--- config.mk ---
export PLATFORM = sky130hd
export DESIGN_NAME = kmer_sandwich_group_classifier
export DESIGN_NICKNAME = d
export VERILOG_FILES = /design/src/sv/ksgc_pkg.sv /design/src/sv/kmer_sandwich_group_classifier.sv /design/src/sv/ksgc_classify.sv /design/src/sv/ksgc_accum.sv /design/src/sv/ksgc_outq.sv
export SDC_FILE = /design/constraint.sdc
export NUM_CORES = 2
export LEC_CHECK = 0
export ABC_AREA = 0
export BUFFER_PORTS_ARGS = -buffer_cell sky130_fd_sc_hd__buf_4
export CAP_MARGIN = 5
export CORE_UTILIZATION = 45
export CTS_CLUSTER_DIAMETER = 30
export DETAILED_ROUTE_END_ITERATION = 10
export GPL_TIMING_DRIVEN = 0
export SLEW_MARGIN = 20
export SYNTH_ARGS = -nofsm -noshare
export SYNTH_HDL_FRONTEND = slang
export SYNTH_SLANG_ARGS = --single-unit
--- constraint.sdc ---
create_clock -name clk -period 13 [get_ports clk]
set_input_delay 3.9 -clock clk [delete_from_list [all_inputs] [get_ports clk]]
set_output_delay 3.9 -clock clk [all_outputs]
set_load 0.03 [all_outputs]
--- src/sv/ksgc_pkg.sv ---
// Shared types and constants for the sandwich k-mer group classifier.
// No dependencies; every other file of the block refers to it by scoped names.
package ksgc_pkg;

    localparam int FLANK_BASES = 20;
    localparam int FLANK_W     = 2 * FLANK_BASES;
    localparam int COUNT_W     = 16;
    localparam int QSUM_W      = 20;
    localparam int QUAL_W      = 6;
    localparam int NUM_BASES   = 4;
    localparam int CFG_IDX_W   = 2;
    localparam int CFG_DATA_W  = 20;
    localparam int OUTQ_DEPTH  = 4;
    localparam int OUTQ_PTR_W  = $clog2(OUTQ_DEPTH);
    localparam int OUTQ_CNT_W  = $clog2(OUTQ_DEPTH + 1);

    localparam logic [COUNT_W-1:0] COUNT_MAX = '1;
    localparam logic [QSUM_W-1:0]  QSUM_MAX  = '1;

    // Reset values of the configuration registers
    localparam logic [QUAL_W-1:0]  MIN_QUALITY_RST       = 6'd3;
    localparam logic [COUNT_W-1:0] MIN_SUPPORT_RST       = 16'd3;
    localparam logic [QSUM_W-1:0]  MIN_QUALITY_TOTAL_RST = 20'd30;
    localparam logic [QSUM_W-1:0]  MAX_QUALITY_TOTAL_RST = 20'd200;

    typedef enum logic [CFG_IDX_W-1:0] {
        CFG_MIN_QUALITY       = 2'd0,
        CFG_MIN_SUPPORT       = 2'd1,
        CFG_MIN_QUALITY_TOTAL = 2'd2,
        CFG_MAX_QUALITY_TOTAL = 2'd3
    } cfg_idx_t;

    typedef struct packed {
        logic [FLANK_W-1:0] left_flank;
        logic [FLANK_W-1:0] right_flank;
        logic [1:0]         middle_base;
        logic [QUAL_W-1:0]  base_quality;
        logic               stream_end;
    } in_beat_t;

    typedef struct packed {
        logic [1:0]         suspicious_count;
        logic [1:0]         dominant_base;
        logic [COUNT_W-1:0] group_size;
        logic               final_result;
    } out_beat_t;

    typedef struct packed {
        logic [QUAL_W-1:0]  min_quality;
        logic [COUNT_W-1:0] min_support;
        logic [QSUM_W-1:0]  min_quality_total;
        logic [QSUM_W-1:0]  max_quality_total;
    } cfg_t;

    // Per-group accumulators
    typedef struct packed {
        logic [NUM_BASES-1:0][COUNT_W-1:0] counts;
        logic [NUM_BASES-1:0][QSUM_W-1:0]  sums;
    } grp_t;

    // A closed group waiting to be classified
    typedef struct packed {
        grp_t grp;
        logic final_result;
    } group_snap_t;

endpackage

--- src/sv/kmer_sandwich_group_classifier.sv ---
// Top level of the sandwich k-mer group classifier.
// Depends on ksgc_pkg, ksgc_accum, ksgc_classify and ksgc_outq.
//
// Usage
//   in channel  (in_valid/in_ready/in_beat): key-sorted records. Consecutive
//     records with equal left and right flanks form one group; a record with
//     different flanks closes the open group, and stream_end closes the group
//     holding the marked record after it is counted.
//   out channel (out_valid/out_ready/out_beat): one beat per closed group;
//     final_result is set on the last beat caused by a given input beat.
//   cfg channel (cfg_valid/cfg_ready/cfg_index/cfg_data): register writes,
//     always ready; write only while the block is idle.
// Path: a result beat passes the snapshot registers and then the result
//   queue before it is offered.
// Throughput: one input beat per cycle while in_ready is high. An input that closes two groups gives
//   two output beats, and the output side drains one beat per cycle.
//   in_ready needs room for two beats in the 4-entry result queue beyond the
//   beats still in the snapshot stage.
// Reset: no group open, registers at their reset values, queue empty; the
//   group accumulators are not reset, but a new group starts from zero.
// Stall: while out_ready is low, the queue fills and in_ready drops; nothing
//   is lost and the offered beat holds.
module kmer_sandwich_group_classifier
(
    input  logic                clk,
    input  logic                rst_n,
    input  logic                in_valid,
    output logic                in_ready,
    input  ksgc_pkg::in_beat_t  in_beat,
    output logic                out_valid,
    input  logic                out_ready,
    output ksgc_pkg::out_beat_t out_beat,
    input  logic                cfg_valid,
    output logic                cfg_ready,
    input  logic [ksgc_pkg::CFG_IDX_W-1:0]  cfg_index,
    input  logic [ksgc_pkg::CFG_DATA_W-1:0] cfg_data
);

    ksgc_pkg::cfg_t                         cfg_reg;
    logic                                   take;
    logic                                   snap0_valid;
    logic                                   snap1_valid;
    ksgc_pkg::group_snap_t                  snap0;
    ksgc_pkg::group_snap_t                  snap1;
    ksgc_pkg::out_beat_t                    res0;
    ksgc_pkg::out_beat_t                    res1;
    logic [ksgc_pkg::OUTQ_CNT_W-1:0]        level;
    logic [ksgc_pkg::OUTQ_CNT_W:0]          free;
    logic [ksgc_pkg::OUTQ_CNT_W:0]          need;

    // Configuration registers
    assign cfg_ready = 1'b1;

    always_ff @(posedge clk or negedge rst_n)
    begin
        if (!rst_n)
        begin
            cfg_reg.min_quality       <= ksgc_pkg::MIN_QUALITY_RST;
            cfg_reg.min_support       <= ksgc_pkg::MIN_SUPPORT_RST;
            cfg_reg.min_quality_total <= ksgc_pkg::MIN_QUALITY_TOTAL_RST;
            cfg_reg.max_quality_total <= ksgc_pkg::MAX_QUALITY_TOTAL_RST;
        end
        else if (cfg_valid && cfg_ready)
        begin
            unique case (ksgc_pkg::cfg_idx_t'(cfg_index))
                ksgc_pkg::CFG_MIN_QUALITY:
                    cfg_reg.min_quality <= cfg_data[ksgc_pkg::QUAL_W-1:0];
                ksgc_pkg::CFG_MIN_SUPPORT:
                    cfg_reg.min_support <= cfg_data[ksgc_pkg::COUNT_W-1:0];
                ksgc_pkg::CFG_MIN_QUALITY_TOTAL:
                    cfg_reg.min_quality_total <= cfg_data[ksgc_pkg::QSUM_W-1:0];
                ksgc_pkg::CFG_MAX_QUALITY_TOTAL:
                    cfg_reg.max_quality_total <= cfg_data[ksgc_pkg::QSUM_W-1:0];
                default:
                    cfg_reg <= cfg_reg;
            endcase
        end
    end

    // Flow control: snapshots always drain into the queue the next cycle, so
    // accept only when the queue can absorb those plus two more beats.
    assign free = (ksgc_pkg::OUTQ_CNT_W + 1)'(ksgc_pkg::OUTQ_DEPTH)
                - (ksgc_pkg::OUTQ_CNT_W + 1)'(level);
    assign need = (ksgc_pkg::OUTQ_CNT_W + 1)'(2)
                + (ksgc_pkg::OUTQ_CNT_W + 1)'(snap0_valid)
                + (ksgc_pkg::OUTQ_CNT_W + 1)'(snap1_valid);
    assign in_ready = (free >= need);
    assign take     = in_valid && in_ready;

    // Group accumulation; snap0 is the group closed by a flank change,
    // snap1 the group closed by stream_end.
    ksgc_accum u_accum
    (
        .clk         (clk),
        .rst_n       (rst_n),
        .take        (take),
        .item        (in_beat),
        .min_quality (cfg_reg.min_quality),
        .snap0_valid (snap0_valid),
        .snap0       (snap0),
        .snap1_valid (snap1_valid),
        .snap1       (snap1)
    );

    ksgc_classify u_cls0
    (
        .snap   (snap0),
        .cfg    (cfg_reg),
        .result (res0)
    );

    ksgc_classify u_cls1
    (
        .snap   (snap1),
        .cfg    (cfg_reg),
        .result (res1)
    );

    // Result queue, flank-change result ahead of the stream-end result
    ksgc_outq u_outq
    (
        .clk   (clk),
        .rst_n (rst_n),
        .wr0   (snap0_valid),
        .data0 (res0),
        .wr1   (snap1_valid),
        .data1 (res1),
        .valid (out_valid),
        .ready (out_ready),
        .data  (out_beat),
        .level (level)
    );

endmodule

--- src/sv/ksgc_classify.sv ---
// Classifies one closed group: dominant base, suspicious minority count, size.
// Depends on ksgc_pkg.
module ksgc_classify
(
    input  ksgc_pkg::group_snap_t snap,
    input  ksgc_pkg::cfg_t        cfg,
    output ksgc_pkg::out_beat_t   result
);

    logic [1:0]                           dom;
    logic [ksgc_pkg::NUM_BASES-1:0]       pass;
    logic [2:0]                           sus;
    logic [ksgc_pkg::COUNT_W+1:0]         total;

    always_comb
    begin
        // lowest code wins a tie: strict compare only
        dom = 2'd0;
        if (snap.grp.counts[1] > snap.grp.counts[dom])
        begin
            dom = 2'd1;
        end
        if (snap.grp.counts[2] > snap.grp.counts[dom])
        begin
            dom = 2'd2;
        end
        if (snap.grp.counts[3] > snap.grp.counts[dom])
        begin
            dom = 2'd3;
        end
    end

    always_comb
    begin
        for (int b = 0; b < ksgc_pkg::NUM_BASES; b++)
        begin
            pass[b] = (2'(b) != dom)
                   && (snap.grp.counts[b] >= cfg.min_support)
                   && (snap.grp.sums[b] >= cfg.min_quality_total)
                   && (snap.grp.sums[b] <= cfg.max_quality_total);
        end
    end

    assign sus   = 3'(pass[0]) + 3'(pass[1]) + 3'(pass[2]) + 3'(pass[3]);
    assign total = 18'(snap.grp.counts[0]) + 18'(snap.grp.counts[1])
                 + 18'(snap.grp.counts[2]) + 18'(snap.grp.counts[3]);

    always_comb
    begin
        result.suspicious_count = sus[1:0];
        result.dominant_base    = dom;
        result.group_size       = (total > 18'(ksgc_pkg::COUNT_MAX)) ?
                                  ksgc_pkg::COUNT_MAX : total[ksgc_pkg::COUNT_W-1:0];
        result.final_result     = snap.final_result;
    end

endmodule

--- src/sv/ksgc_accum.sv ---
// Open-group tracker: flank compare, saturating count and quality accumulators,
// and the registered snapshots of groups that close. Depends on ksgc_pkg.
module ksgc_accum
(
    input  logic                  clk,
    input  logic                  rst_n,
    input  logic                  take,
    input  ksgc_pkg::in_beat_t    item,
    input  logic [ksgc_pkg::QUAL_W-1:0] min_quality,
    output logic                  snap0_valid,
    output ksgc_pkg::group_snap_t snap0,
    output logic                  snap1_valid,
    output ksgc_pkg::group_snap_t snap1
);

    logic                          open_reg;
    logic                          snap0_valid_reg;
    logic                          snap1_valid_reg;
    logic [ksgc_pkg::FLANK_W-1:0]  left_reg;
    logic [ksgc_pkg::FLANK_W-1:0]  right_reg;
    ksgc_pkg::grp_t                grp_reg;
    ksgc_pkg::grp_t                grp_next;
    ksgc_pkg::grp_t                base;
    ksgc_pkg::group_snap_t         snap0_reg;
    ksgc_pkg::group_snap_t         snap1_reg;
    logic                          mismatch;
    logic [ksgc_pkg::QSUM_W:0]     qsum;

    assign mismatch = open_reg && ((item.left_flank != left_reg)
                                || (item.right_flank != right_reg));

    always_comb
    begin
        // closed or new group starts from zero
        base     = (!open_reg || mismatch) ? '0 : grp_reg;
        grp_next = base;
        qsum     = {1'b0, base.sums[item.middle_base]}
                 + (ksgc_pkg::QSUM_W + 1)'(item.base_quality);
        if (base.counts[item.middle_base] != ksgc_pkg::COUNT_MAX)
        begin
            grp_next.counts[item.middle_base] = base.counts[item.middle_base] + 16'd1;
        end
        if (item.base_quality >= min_quality)
        begin
            grp_next.sums[item.middle_base] = qsum[ksgc_pkg::QSUM_W] ?
                ksgc_pkg::QSUM_MAX : qsum[ksgc_pkg::QSUM_W-1:0];
        end
    end

    always_ff @(posedge clk or negedge rst_n)
    begin
        if (!rst_n)
        begin
            open_reg        <= 1'b0;
            snap0_valid_reg <= 1'b0;
            snap1_valid_reg <= 1'b0;
        end
        else if (take)
        begin
            open_reg        <= !item.stream_end;
            snap0_valid_reg <= mismatch;
            snap1_valid_reg <= item.stream_end;
        end
        else
        begin
            snap0_valid_reg <= 1'b0;
            snap1_valid_reg <= 1'b0;
        end
    end

    always_ff @(posedge clk)
    begin
        if (take)
        begin
            left_reg  <= item.left_flank;
            right_reg <= item.right_flank;
            grp_reg   <= grp_next;
            snap0_reg <= '{grp: grp_reg, final_result: !item.stream_end};
            snap1_reg <= '{grp: grp_next, final_result: 1'b1};
        end
    end

    assign snap0_valid = snap0_valid_reg;
    assign snap0       = snap0_reg;
    assign snap1_valid = snap1_valid_reg;
    assign snap1       = snap1_reg;

endmodule

--- src/sv/ksgc_outq.sv ---
// Result queue: takes up to two beats a cycle in order, gives one a cycle while ready is high.
// Depends on ksgc_pkg.
module ksgc_outq
(
    input  logic                clk,
    input  logic                rst_n,
    input  logic                wr0,
    input  ksgc_pkg::out_beat_t data0,
    input  logic                wr1,
    input  ksgc_pkg::out_beat_t data1,
    output logic                valid,
    input  logic                ready,
    output ksgc_pkg::out_beat_t data,
    output logic [ksgc_pkg::OUTQ_CNT_W-1:0] level
);

    ksgc_pkg::out_beat_t                  mem [ksgc_pkg::OUTQ_DEPTH];
    logic [ksgc_pkg::OUTQ_PTR_W-1:0]      wp_reg;
    logic [ksgc_pkg::OUTQ_PTR_W-1:0]      rp_reg;
    logic [ksgc_pkg::OUTQ_CNT_W-1:0]      cnt_reg;
    logic [ksgc_pkg::OUTQ_CNT_W-1:0]      cnt_next;
    logic [ksgc_pkg::OUTQ_PTR_W-1:0]      wp1;
    logic                                 pop;

    assign pop      = valid && ready;
    assign wp1      = wp_reg + ksgc_pkg::OUTQ_PTR_W'(wr0);
    assign cnt_next = cnt_reg + ksgc_pkg::OUTQ_CNT_W'(wr0) + ksgc_pkg::OUTQ_CNT_W'(wr1)
                    - ksgc_pkg::OUTQ_CNT_W'(pop);

    always_ff @(posedge clk or negedge rst_n)
    begin
        if (!rst_n)
        begin
            wp_reg  <= '0;
            rp_reg  <= '0;
            cnt_reg <= '0;
        end
        else
        begin
            wp_reg  <= wp1 + ksgc_pkg::OUTQ_PTR_W'(wr1);
            rp_reg  <= rp_reg + ksgc_pkg::OUTQ_PTR_W'(pop);
            cnt_reg <= cnt_next;
        end
    end

    always_ff @(posedge clk)
    begin
        if (wr0)
        begin
            mem[wp_reg] <= data0;
        end
        if (wr1)
        begin
            mem[wp1] <= data1;
        end
    end

    assign valid = (cnt_reg != '0);
    assign data  = mem[rp_reg];
    assign level = cnt_reg;

endmodule

==> summary.md <==
| Metric | Value |
|---|---|
| Layout Cells excl Fill | `approximately 5100` |
| Cells after Synth | `between 3000 and 4000` |
| Met3 Track Usage GR | `0.0507` |
| Hold_buf cts | `0` |
| Placement row count | `~110` |
| Maximum number of pins on one net before global-route repair | `113` |
| Required time of the critical path | `around 13 ns` |
| Worst reg2reg path startpoint | `u_accum.grp_reg[82]$_DFFE_PP_` |
| Crit path to | `u_outq.mem[1][20]$_DFFE_PP_` |
| Net count of the finished layout | `around 4600` |
| Flop pwr share | `0.242` |
| Worst R2R Path Depth | `37` |
| Data arrival time at the worst-slack endpoint | `11.06 ns` |
| Syn_nets | `4345` |
| Antenna violations before repair | `1` |
| Hold Path Class | `reg -> reg` |
| Area of all placed cells without fillers | `0.0459 mm^2` |
| Total clock buffers created by CTS | `around 130` |
| Highest-utilization routing layer at the global route stage | `met2` |
| Endpoint type of the worst setup path | `flop` |
| Worst VDD drop | `166 uV` |
| Post-cts resize count | `0` |
| Number of buffers inserted by port buffering | `~140` |
| Most used flip-flop cell after synthesis | `sky130_fd_sc_hd__edfxtp_1` |
| Clk Tree Root Cell | `sky130_fd_sc_hd__clkbuf_16` |
| Int Power | `~0.0078 W` |
| Depth of the CTS H-tree | `4` |
| Met1 demand-to-capacity share in global routing | `0.361` |
| Complex-gate fraction of the synthesized area | `0.137` |
| Post-detailed-route DRC marker count | `0` |
| Final global-route overflow total | `0` |
| Die footprint | `approximately 0.09 mm^2` |
| Post-detailed-placement half-perimeter wirelength | `about 91000 um` |
| Skew final | `0.0298 ns` |
| Slew HR | `0.213` |
| Setup crit start | `u_accum.grp_reg[82]$_DFFE_PP_` |
| Post-layout utilization of the core | `0.537` |
| Critical-path maximum fanout | `10` |
| Via density per instance | `just under 6` |
| Horizontal die dimension | `a little under 300 um` |
| Clock group share of total power | `0.222` |
| Net Sw Power | `between 0.006 and 0.007 W` |
| Slack of the worst reg-to-reg path | `2.38 ns` |
| Switching Share | `0.445` |
| Combined global-route utilization of all metal layers | `0.261` |
| First-pass GRT wire length | `175000 um` |
| Average instance area after synthesis | `about 11 um^2` |
| Residual antenna-violating net count after detailed routing | `0` |
| Layout area overhead | `17.5%` |
| Count of endpoints failing hold in the final timing report | `0` |
| Post-synthesis sequential area ratio | `0.393` |
| RSZ-0062 raised after global routing | `false` |
| FMAX | `roughly 0.094 GHz` |
| Clk Latency, worst-skew pair | `~0.72 ns` |
| Vias in the first global route | `30000` |
| Cell Area, Synth | `slightly below 0.04 mm^2` |
| Dpl cells | `about 4800` |
| Routed wire length | `between 100000 and 150000 um` |
| Multiplexer area fraction after synthesis | `0.0694` |
| Adder-cell share of the synthesized area | `0.224` |
| Result of the run | `finished, final reports clean` |
| Transition time at the pin with the least slew margin | `approximately 1.2 ns` |
| Worst r2r dst | `u_outq.mem[1][20]$_DFFE_PP_` |
| Max reg flops | `145` |
| Combinational power share | `0.536` |
| Setup tns final | `0 ns` |
| Highest cell delay on the worst timing path | `roughly 0.68 ns` |
| Leakage power | `around 20 nW` |
| Sort of element at the start of the critical path | `flop` |
| Time the worst path needs with I/O delays and setup | `10.62 ns` |
| Via total after detailed routing | `just under 30000` |
| Number of flops mapped to enable cells by yosys | `approximately 450` |
| Setup Viol. Count Final | `0` |
| Routed length per placed instance | `22.7 um` |
| Combinational family with the most area after synthesis | `adder cells` |
| Area of the core | `~0.086 mm^2` |
| Total power density per cell area | `around 300 mW/mm^2` |
| Post-Synth XOR/XNOR Area | `0.0350` |
| Met2 usage | `0.395` |
| Clock transition at the register clock pins on the worst setup and hold paths after CTS | `around 0.05 ns` |
| Setup repair bufs after CTS | `0` |
| Total iterations of the first detailed-routing run | `6` |
| Fraction of the cycle the final worst path needs | `0.817` |
| I/O Pins | `140` |
| GP Congestion | `about 0.96` |
| Type of the worst setup path | `reg -> reg` |
| Initial Utilization | `0.457` |
| Number of max-capacitance violations reported | `0` |
| Maximum clock path buffer count | `3` |
| Instance area after placement | `~0.042 mm^2` |
| Share of final-layout standard cells stronger than drive strength 1 | `0.135` |
| Vertical die dimension | `297 um` |
| Simple logic cell fraction of the synthesized area | `0.101` |
| Register bit count reported by yosys | `525` |
| Count of cell types in the netlist | `between 70 and 80` |
| Async set or reset register ratio after synthesis | `0.137` |
| Synth warnings | `0` |
| Total number of clock tree sinks | `525` |
| Slowest-stage cell, CP | `sky130_fd_sc_hd__buf_1` |
| Iter 0 DRT Violations | `2340` |
| Max-slew violations | `0` |
| Clock tree from TritonCTS | `built` |
==> through the flow <==
stage          worst slack [ns]  hold WS (ns)  power [W]
2_1_floorplan              1.17         0.436    0.00864
3_3_place_gp              -3.49         0.453     0.0110
3_5_place_dp               2.30         0.465     0.0108
4_1_cts                    2.43         0.481     0.0140
5_1_grt                    1.63         0.519     0.0151
6_report                   2.38         0.488     0.0141
==> layout make-up <==
class | instances | area (um^2)
Clock inverter | 72 | 698
Multi-Input combinational cell | 2632 | 22200
Clock buffer | 166 | 3570
Fill cell | 7457 | 39600
Tap cell | 1144 | 1430
Antenna cell | 2 | 5.00
Sequential cell | 525 | 15400
Inverter | 292 | 1100
Timing Repair Buffer | 140 | 1120
Buffer | 105 | 442
==> cell usage in the layout, fill, tap and decap left out, types with 50 or more instances in the layout <==
cell | synthesis | layout
sky130_fd_sc_hd__ha_1 | 634 | 634
sky130_fd_sc_hd__edfxtp_1 | 449 | 449
sky130_fd_sc_hd__inv_1 | 291 | 290
sky130_fd_sc_hd__o21ai_0 | 213 | 211
sky130_fd_sc_hd__a21oi_1 | 208 | 208
sky130_fd_sc_hd__buf_4 | 6 | 142
sky130_fd_sc_hd__clkbuf_16 | 0 | 137
sky130_fd_sc_hd__a21o_1 | 133 | 133
sky130_fd_sc_hd__nor2_1 | 131 | 131
sky130_fd_sc_hd__nand4_1 | 118 | 118
sky130_fd_sc_hd__nand3_1 | 116 | 116
sky130_fd_sc_hd__nand2_1 | 111 | 111
sky130_fd_sc_hd__xor2_1 | 106 | 106
sky130_fd_sc_hd__o22ai_1 | 96 | 96
sky130_fd_sc_hd__clkbuf_1 | 70 | 96
sky130_fd_sc_hd__mux2_2 | 90 | 90
sky130_fd_sc_hd__nor2b_1 | 63 | 63
sky130_fd_sc_hd__dfrtp_1 | 61 | 61
sky130_fd_sc_hd__nand2b_1 | 56 | 56
sky130_fd_sc_hd__mux4_2 | 55 | 55
sky130_fd_sc_hd__xnor2_1 | 50 | 50
==> per-layer routing <==
layer | routed length (um) | vias up
li1 | - | 14100
met1 | 52500 | 14400
met2 | 50300 | 1058
met3 | 7950 | 238
met4 | 4500 | 0
met5 | 0 | -
==> how the worst min path moves through the flow <==
stage | end | slack, ns | from | depth (start not counted)
floorplan | u_outq.mem[2][0]$_SDFFE_PP1P_ | 0.44 | u_outq.mem[2][0]$_SDFFE_PP1P_ | 2
finish | u_outq.mem[3][0]$_SDFFE_PP1P_ | 0.49 | u_outq.mem[3][0]$_SDFFE_PP1P_ | 2
detailed placement | u_outq.mem[0][0]$_SDFFE_PP1P_ | 0.47 | u_outq.mem[0][0]$_SDFFE_PP1P_ | 2
CTS | u_outq.mem[2][0]$_SDFFE_PP1P_ | 0.48 | u_outq.mem[2][0]$_SDFFE_PP1P_ | 2
global placement | u_outq.mem[1][0]$_SDFFE_PP1P_ | 0.45 | u_outq.mem[1][0]$_SDFFE_PP1P_ | 2
global route | u_outq.mem[3][0]$_SDFFE_PP1P_ | 0.52 | u_outq.mem[3][0]$_SDFFE_PP1P_ | 2
==> synthesized netlist by cell type, types with 8 or more instances <==
cell type,instances,area [um^2]
sky130_fd_sc_hd__ha_1,634,7930
sky130_fd_sc_hd__edfxtp_1,449,13500
sky130_fd_sc_hd__inv_1,291,1090
sky130_fd_sc_hd__o21ai_0,213,1070
sky130_fd_sc_hd__a21oi_1,208,1040
sky130_fd_sc_hd__a21o_1,133,998
sky130_fd_sc_hd__nor2_1,131,492
sky130_fd_sc_hd__nand4_1,118,738
sky130_fd_sc_hd__nand3_1,116,581
sky130_fd_sc_hd__nand2_1,111,417
sky130_fd_sc_hd__xor2_1,106,928
sky130_fd_sc_hd__o22ai_1,96,601
sky130_fd_sc_hd__mux2_2,90,1010
sky130_fd_sc_hd__clkbuf_1,70,263
sky130_fd_sc_hd__nor2b_1,63,394
sky130_fd_sc_hd__dfrtp_1,61,1530
sky130_fd_sc_hd__nand2b_1,56,350
sky130_fd_sc_hd__mux4_2,55,1240
sky130_fd_sc_hd__xnor2_1,50,438
sky130_fd_sc_hd__mux2i_1,46,460
sky130_fd_sc_hd__fa_1,41,821
sky130_fd_sc_hd__nor3_1,37,185
sky130_fd_sc_hd__nor4_1,35,219
sky130_fd_sc_hd__and2_1,24,150
sky130_fd_sc_hd__o21a_1,23,173
sky130_fd_sc_hd__o21ai_1,23,115
sky130_fd_sc_hd__o21bai_1,21,158
sky130_fd_sc_hd__a211oi_1,19,143
sky130_fd_sc_hd__o2111ai_1,17,149
sky130_fd_sc_hd__and3_1,15,93.8
sky130_fd_sc_hd__o211ai_1,15,113
sky130_fd_sc_hd__a2111oi_0,14,123
sky130_fd_sc_hd__buf_1,14,52.6
sky130_fd_sc_hd__buf_2,14,70.1
sky130_fd_sc_hd__a31oi_1,13,81.3
sky130_fd_sc_hd__dfstp_2,11,289
sky130_fd_sc_hd__o31ai_1,9,67.6
sky130_fd_sc_hd__a221oi_1,8,70.1
==> power groups by stage <==
stage / logic, W / clock network, W / registers [W]
after detailed placement: 0.00745 / 0 / 0.00339
after global placement: 0.00729 / 0 / 0.00366
final: 0.00754 / 0.00312 / 0.00340
after CTS: 0.00751 / 0.00315 / 0.00337
after global routing: 0.00845 / 0.00324 / 0.00346
after floorplan: 0.00541 / 0 / 0.00323
==> cells by family after synthesis <==
logic type | Yosys count
other | 1
DFF | 525
xor gates and xnor gates | 156
buffers and inverters | 397
AOI/OAI and AO/OA | 864
muxes | 191
adders and majority gates | 675
and+or+nand+nor | 745
==> worst max-delay path, delay by kind of cell (launching register included) <==
kind / cells / cell delay (ns)
simple gates: 4 / 0.66
xor+xnor: 1 / 0.40
buf+inv: 5 / 2.39
flops: 1 / 0.51
mux: 2 / 0.72
compound gates: 20 / 3.98
fa+ha+maj: 5 / 1.70
No activity file was read; power rests on OpenSTA's default activity.
